==> src/rtl/mme_pkg.sv <==
`timescale 1ns / 1ps
`default_nettype none

package mme_pkg;

   // matrix dimension of the stores
   localparam int DIM = 16;

   // fixed field widths
   localparam int OP_W   = 2;
   localparam int POS_W  = 4;
   localparam int ELEM_W = 16;
   localparam int PROD_W = 2 * ELEM_W;
   localparam int ACC_W  = 40;
   localparam int SIZE_W = 5;

   // derived from DIM
   localparam int IDX_W  = (DIM > 1) ? $clog2(DIM) : 1;
   localparam int CNT_W  = $clog2(DIM + 1);
   localparam int ADDR_W = $clog2(DIM * DIM);
   localparam int DEPTH  = DIM * DIM;

   localparam logic [SIZE_W-1:0] SIZE_RESET = 5'd16;

   localparam logic [OP_W-1:0] OP_WRITE_A = 2'd0;
   localparam logic [OP_W-1:0] OP_WRITE_B = 2'd1;
   localparam logic [OP_W-1:0] OP_QUERY   = 2'd2;

   typedef struct packed {
      logic              we_a;
      logic              we_b;
      logic [ADDR_W-1:0] addr;
      logic [ELEM_W-1:0] data;
   } store_wr_type;

   typedef struct packed {
      logic clear;
      logic in_valid;
   } mac_ctl_type;

   typedef struct packed {
      logic busy;
   } mac_status_type;

endpackage

`default_nettype wire

==> src/rtl/mme_mac.sv <==
`timescale 1ns / 1ps
`default_nettype none

// Shared multiply-accumulate: product register, then accumulator
module mme_mac (
   input  wire                               clock,
   input  wire                               reset,
   input  wire mme_pkg::mac_ctl_type         ctl,
   input  wire  signed [mme_pkg::ELEM_W-1:0] a,
   input  wire  signed [mme_pkg::ELEM_W-1:0] b,
   output mme_pkg::mac_status_type           status,
   output logic signed [mme_pkg::ACC_W-1:0]  acc
);

   logic signed [mme_pkg::PROD_W-1:0] prod_ff;
   logic signed [mme_pkg::PROD_W-1:0] prod_in;
   logic                              prod_v_ff;
   logic signed [mme_pkg::ACC_W-1:0]  acc_ff;
   logic signed [mme_pkg::ACC_W-1:0]  acc_in;

   always_comb begin
      prod_in = a * b;
      if (ctl.clear) begin
         acc_in = '0;
      end else if (prod_v_ff) begin
         acc_in = acc_ff + {{(mme_pkg::ACC_W-mme_pkg::PROD_W){prod_ff[mme_pkg::PROD_W-1]}},
                            prod_ff};
      end else begin
         acc_in = acc_ff;
      end
   end

   always_ff @(posedge clock) begin
      if (reset) begin
         prod_v_ff <= 1'b0;
      end else begin
         prod_v_ff <= ctl.in_valid;
      end
   end

   always_ff @(posedge clock) begin
      if (ctl.in_valid) begin
         prod_ff <= prod_in;
      end
      acc_ff <= acc_in;
   end

   assign status.busy = prod_v_ff;
   assign acc         = acc_ff;

endmodule

`default_nettype wire

==> config.mk <==
export PLATFORM = sky130hd
export DESIGN_NAME = mme_mac
export DESIGN_NICKNAME = d
export VERILOG_FILES = /design/src/rtl/mme_pkg.sv /design/src/rtl/mme_mac.sv
export SDC_FILE = /design/constraint.sdc
export NUM_CORES = 1
export LEC_CHECK = 0
export BUFFER_PORTS_ARGS = -buffer_cell sky130_fd_sc_hd__buf_4
export CAP_MARGIN = 10
export CORE_UTILIZATION = 45
export CTS_BUF_LIST = sky130_fd_sc_hd__clkbuf_8
export CTS_CLUSTER_DIAMETER = 100
export DETAILED_ROUTE_END_ITERATION = 10
export GPL_ROUTABILITY_DRIVEN = 0
export SYNTH_ARGS = -nofsm -noshare
export SYNTH_HDL_FRONTEND = slang
export SYNTH_SLANG_ARGS = --single-unit
==> constraint.sdc <==
create_clock -name clock -period 8.32 [get_ports clock]
set_input_delay 0 -clock clock [delete_from_list [all_inputs] [get_ports clock]]
set_output_delay 0 -clock clock [all_outputs]
set_load 0.005 [all_outputs]
==> results of run 1 <==
-- final cells by class --
cell class / count / area [µm²] / share of cell area
sequential: 73 / 1780 / 0.117
inverter: 297 / 1110 / 0.0735
timing repair buffer: 78 / 588 / 0.0388
tap: 396 / 495 / 0.0327
clock buffer: 10 / 138 / 0.00908
multi-input combinational: 1105 / 11000 / 0.726
clock inverter: 6 / 42.5 / 0.00281
-- kinds of logic after synthesis --
| family | count (synthesis) | share of synthesized area |
|---|---|---|
| AO/OA/AOI/OAI | 219 | 0.103 |
| AND/OR/NAND/NOR | 417 | 0.142 |
| XOR/XNOR | 65 | 0.0404 |
| multiplexers | 20 | 0.0149 |
| flip-flops | 73 | 0.126 |
| buffers and inverters | 348 | 0.0927 |
| adder cells (fa/ha/maj) | 384 | 0.481 |
-- Yosys cell counts, types with 3 or more instances --
library cell,count,area [µm²]
xnor2_1,47,412
ha_1,121,1510
edfxtp_1,32,961
mux2i_1,18,180
nand2_1,161,604
xor2_1,18,158
a21oi_1,66,330
inv_1,296,1110
o21a_1,7,52.6
clkbuf_1,50,188
a21boi_0,3,22.5
nor2_1,80,300
nand2b_1,11,68.8
nor3_1,6,30.0
and3_1,4,25.0
o31ai_1,7,52.6
fa_1,263,5270
o22ai_1,3,18.8
a21o_1,38,285
o21ai_1,15,75.1
o211ai_1,4,30.0
dfxtp_1,41,821
o21bai_1,9,67.6
nand3_1,10,50.1
a211oi_1,6,45.0
o21ai_0,25,125
a31o_2,3,26.3
and2_1,127,795
nor2b_1,6,37.5
a31oi_1,9,56.3
-- registers in the layout, indices dropped and copies added (netlist names) --
| name | flops |
|---|---|
| prod_ff | 32 |
| status | 1 |
| acc | 40 |
-- critical path, stage by stage --
cell and delay, ns:
buf_4 0.20, nand2_1 0.11, fa_1 0.55, inv_1 0.07
fa_1 0.53, inv_1 0.07, fa_1 0.53, inv_1 0.05
fa_1 0.45, fa_1 0.49, inv_1 0.05, fa_1 0.47
inv_1 0.04, ha_1 0.34, nand2_1 0.09, o21ai_0 0.21
nand2b_1 0.14, o21ai_1 0.14, o31ai_1 0.60, a31oi_1 0.24
a21oi_1 0.22, o21a_1 0.13, nor2_1 0.04, xnor2_1 0.12
-- per-stage QoR --
stage,cells,utilization,cell area (µm²),setup WS (ns),hold slack [ns]
2_1_floorplan,1526,-,14100,2.53,0.0716
3_3_place_gp,1948,0.488,15000,2.25,0.161
3_5_place_dp,1948,0.488,15000,2.13,0.159
4_1_cts,1965,0.494,15200,2.53,0.0519
5_1_grt,1965,0.494,15200,2.15,0.0861
6_report,1965,0.494,15200,2.54,0.0654
-- worst paths after layout --
kind | endpoint | slack [ns] | start | depth (start not counted)
min | acc[34]$_SDFFE_PP0P_ | 0.07 | ctl[1] | 2
max reg2reg | acc[38]$_SDFFE_PP0P_ | 5.04 | acc[0]$_SDFFE_PP0P_ | 13
max | prod_ff[30]$_DFFE_PP_ | 2.54 | b[7] | 24
min reg2reg | acc[36]$_SDFFE_PP0P_ | 0.47 | acc[36]$_SDFFE_PP0P_ | 2
-- per-layer routing --
metal | up-vias | part of all wire | wire length [µm]
met2 | 237 | 0.43 | 13800
met4 | 0 | 0.0069 | 221
met5 | - | 0 | 0
met3 | 12 | 0.048 | 1530
li1 | 4854 | - | -
met1 | 5066 | 0.52 | 16600
==> impl_metrics.py, run 1 <==
metrics = {
    "yosys": {
        "post_synth_instance_area_um2": 14100,
        "async_set_reset_flop_share_out_of_synthesis": 0,
        "yosys_most_used_dff": "dfxtp_1",
        "post_synth_num_cell_types": 63,
        "post_synth.cell_area_avg_um2": 9.23,
        "synth_enable_flop_cells": 32,
        "synth_nets": 1946,
        "ys_ff_latch": 73,
        "synth_cells": 1526,
        "synth.yosys.warnings": 0,
        "synth_sequential_area_ratio": 0.126,
    },
    "placed_design": {
        "place.port_buffers": 76,
        "place_hpwl_um": 26500,
    },
    "final_layout": {
        "final_cell_mix": "296 x inv_1, 263 x fa_1, 161 x nand2_1",
        "layout_commonest_cell": "inv_1",
        "design.final.nets": 1984,
        "fillCellCount": 2943,
        "synthesis_to_finish_area_growth_pct": 7.61,
        "antenna_cells": 0,
        "layout-drive-gt1-share": 0.0695,
    },
    "floorplanning": {
        "num_rows": 64,
        "fp.dieH_um": 179,
        "design.portCount": 77,
        "initial_utilization": 0.459,
        "design.core.area_um2": 30700,
        "die_area_um2": 32000,
        "die_w_um": 179,
    },
    "sta": {
        "part_of_the_cycle_the_worst_path_needs": 0.694,
        "unrepaired_setup_endpoints_after_global_routing": "no",
        "max_slew_violations": 0,
        "finalSetupViolations": 0,
        "layout_min_cycle_time_ns": 5.78,
        "clock_tree_skew_after_final_layout_ns": 0.0146,
        "maxClockFrequency_mhz": 173,
        "worstMarginPinSlew_ns": 0.706,
        "final-hold-violation-count": 0,
        "timing.slew.headroom": 0.526,
        "final.setup.tns_ns": 0,
    },
    "cts": {
        "cts_inserted_buffers": 9,
        "cts.clk_slew.worst_paths_ns": 0.08,
        "cts_tree": "yes",
        "clock_path_buffers": 2,
        "htree_num_levels": 3,
        "clock_insertion_delay_worst_skew_ns": 0.36,
        "post_cts.repair.setup_buffers": 0,
        "cts-root-buf": "clkbuf_8",
        "cts-hold-fix-buffers": 1,
        "cts_resized": 0,
        "cts.sink_count": 73,
    },
    "detailed_routing": {
        "wl_per_cell_um": 16.3,
        "dr.first_iter.drc_count": 486,
        "dr.pass1.iters": 7,
        "route.detailed.vias_per_inst": 5.18,
        "antenna_left": 0,
        "routed_wl_um": 32100,
        "total_drc_errors_in_the_routed_layout": 0,
        "num_vias": 10200,
    },
    "global_route": {
        "pin_count_of_the_biggest_net_entering_global_routing": 42,
        "global_route.usage.met2": 0.314,
        "globalRoute.busiestLayer": "met1",
        "grt_antenna_before_repair": 0,
        "grt_remaining_overflow": 0,
        "grt_first_pass_wirelength_um": 52400,
        "grt.total_usage": 0.209,
        "via_count_of_the_first_global_routing_pass": 10200,
        "global_route.usage.met1": 0.324,
        "global_route.usage.met3": 0.0218,
    },
    "setup_path": {
        "timing.critical_path.required_ns": 8.43,
        "worst-path-max-fanout": 16,
        "critical_path.endpoint_type": "register",
        "crit_arrival_ns": 5.89,
        "critPathKind": "primary input to register",
        "worstSetupStartpointType": "primary input",
    },
    "hold_path": {
        "worst_hold_path_type": "primary input to register",
    },
    "outcome": {
        "status": "finished, final reports clean",
    },
    "flow_run": {
        "max-cap-violations": 0,
    },
}
Power of run 1 is left out: the tool's default activity adds up to more than one toggle a clock period on the data nets, which glitch-free logic cannot reach.
==> run 2: changes to the inputs <==
Clock period 8.32 ns to 5.5 ns, I/O delays scaled along.
==> run 2 against run 1 <==
Against the previous run:
- utilization grew 3.1 points
- die area did not move
- clock skew down 0.0011 ns
- register-to-register slack lost 2.8 ns
- cell count rose by 5.6%
- global-route usage decreased by 0.47 points
- largest cell class unchanged
- sequential share of layout area shrank 0.70 points
- cell area grew 6.3%
- non-clock buffer count increased by 110
- hold slack better by 0.0090 ns
==> impl_metrics.py, run 2 (synthesis gave the netlist of run 1 again) <==
metrics = {
    "outcome": {
        "status": "finished, final reports clean",
    },
    "detailed_routing": {
        "dr.pass1.iters": 7,
        "wl_per_cell_um": 15.0,
        "num_vias": 10400,
        "antenna_left": 0,
        "total_drc_errors_in_the_routed_layout": 0,
        "dr.first_iter.drc_count": 371,
        "routed_wl_um": 31100,
        "route.detailed.vias_per_inst": 5.01,
    },
    "cts": {
        "cts_tree": "yes",
        "clock_path_buffers": 2,
        "clock_insertion_delay_worst_skew_ns": 0.35,
        "cts-root-buf": "clkbuf_8",
        "cts.clk_slew.worst_paths_ns": 0.09,
        "htree_num_levels": 3,
        "cts.sink_count": 73,
        "cts_inserted_buffers": 9,
    },
    "floorplanning": {
        "fp.dieH_um": 179,
        "num_rows": 64,
        "die_area_um2": 32000,
        "die_w_um": 179,
        "initial_utilization": 0.459,
        "design.portCount": 77,
        "design.core.area_um2": 30700,
    },
    "sta": {
        "finalSetupViolations": 0,
        "layout_min_cycle_time_ns": 5.37,
        "worstMarginPinSlew_ns": 0.683,
        "hold_slack_ns": 0.0744,
        "timing.slew.headroom": 0.542,
        "part_of_the_cycle_the_worst_path_needs": 0.976,
        "maxClockFrequency_mhz": 186,
        "clock_tree_skew_after_final_layout_ns": 0.0135,
        "max_slew_violations": 0,
        "final-hold-violation-count": 0,
    },
    "setup_path": {
        "cpMostUsedCell": "fa_1",
        "r2r-end": "acc[38]$_SDFFE_PP0P_",
        "worstSetupStartpointType": "primary input",
        "r2r_setup_slack_ns": 2.23,
        "crit_arrival_ns": 5.48,
        "timing.critical_path.required_ns": 5.61,
        "crit_path_end": "prod_ff[31]$_DFFE_PP_",
        "critical_path_cell_count": 23,
        "regToRegStartpoint": "acc[0]$_SDFFE_PP0P_",
        "reg2regPathDepth": 13,
        "worstPathBufferInverterCount": 5,
        "critical_path.endpoint_type": "register",
        "crit_chain": "buf_4 > and2_4 > fa_1 > inv_1 > fa_1 > fa_1 > inv_1 > fa_1 > fa_1 > inv_1 > fa_1 > inv_1 > ha_4 > a21o_1 > a21o_1 > a21oi_2 > o21bai_1 > a221o_1 > a31oi_4 > o21ai_2 > a21o_1 > a21oi_2 > xnor2_1",
        "cell_with_the_largest_stage_delay_on_the_worst_path": "fa_1",
        "worst-path-max-fanout": 11,
        "critPathKind": "primary input to register",
        "worst_path_dominant_cell_family": "adder cells",
        "cpPeakStageDelay_ns": 0.53,
        "setup.worst_path.start": "b[2]",
    },
    "final_layout": {
        "layout_commonest_cell": "inv_1",
        "design.final.nets": 2094,
        "antenna_cells": 0,
        "final_cell_mix": "296 x inv_1, 261 x fa_1, 181 x buf_4",
        "largest_register_ff_count": 40,
        "share_of_the_core_filled_with_cells_in_the_final_layout": 0.526,
        "layout-drive-gt1-share": 0.139,
        "synthesis_to_finish_area_growth_pct": 14.4,
    },
    "placed_design": {
        "place_hpwl_um": 27300,
        "place.port_buffers": 76,
    },
    "global_route": {
        "grt_remaining_overflow": 0,
        "grt.total_usage": 0.204,
        "pin_count_of_the_biggest_net_entering_global_routing": 42,
        "via_count_of_the_first_global_routing_pass": 10800,
        "grt_first_pass_wirelength_um": 52300,
        "grt_antenna_before_repair": 0,
    },
    "hold_path": {
        "worst_hold_path_type": "primary input to register",
    },
    "flow_run": {
        "max-cap-violations": 0,
    },
}
run 2: cell count changes in the layout (fill, tap and decap cells not counted), sizes merged:
cell / previous run / this run
buf: 77 / 187
bufinv: 0 / 1
clkbuf: 10 / 9
clkinvlp: 4 / 5
inv: 297 / 296
run 2: repair_timing:
action                                 4_1_cts  5_1_grt
resized for setup                            0       10
setup endpoints to repair                    0        3
setup buffers                                0        3
hold buffers                                 1        0
endpoints found under the hold margin        1        0
run 2: worst min path at each step:
stage                     startpoint              endpoint  slack [ns]  depth (start not counted)
after floorplan                reset     status$_SDFF_PP0_        0.07                          1
after global placement         reset     status$_SDFF_PP0_        0.16                          2
after detailed placement       reset     status$_SDFF_PP0_        0.17                          2
after CTS                     ctl[1]  acc[35]$_SDFFE_PP0P_        0.07                          2
after global routing          ctl[1]  acc[18]$_SDFFE_PP0P_        0.08                          2
final                         ctl[1]  acc[28]$_SDFFE_PP0P_        0.07                          2
run 2: stage by stage:
step	instances	instance area, µm²	TNS [ns]	setup WS (ns)
4_1_cts	2072	16100	0	0.102
3_3_place_gp	2055	15900	-0.496	-0.194
6_report	2075	16100	0	0.131
5_1_grt	2075	16100	-0.0100	-0.0100
2_1_floorplan	1526	14200	0	0.000403
3_5_place_dp	2055	15900	-0.992	-0.289
run 2: area by class of cell:
cell class                      instances  area [µm²]
Inverter                              297        1110
Multi-Input combinational cell       1105       11100
Clock buffer                            9         124
Timing Repair Buffer                  188        1450
Fill cell                            2894       14500
Sequential cell                        73        1780
Clock inverter                          7        71.3
Tap cell                              396         495
run 2: routing by layer:
metal,global-route usage,vias to the layer above,share of wire
li1,-,5057,-
met1,0.297,5138,0.50
met2,0.337,165,0.46
met3,0.0151,29,0.029
met4,0.0374,0,0.012
met5,0,-,0
Power of run 2 is left out for the same reason.
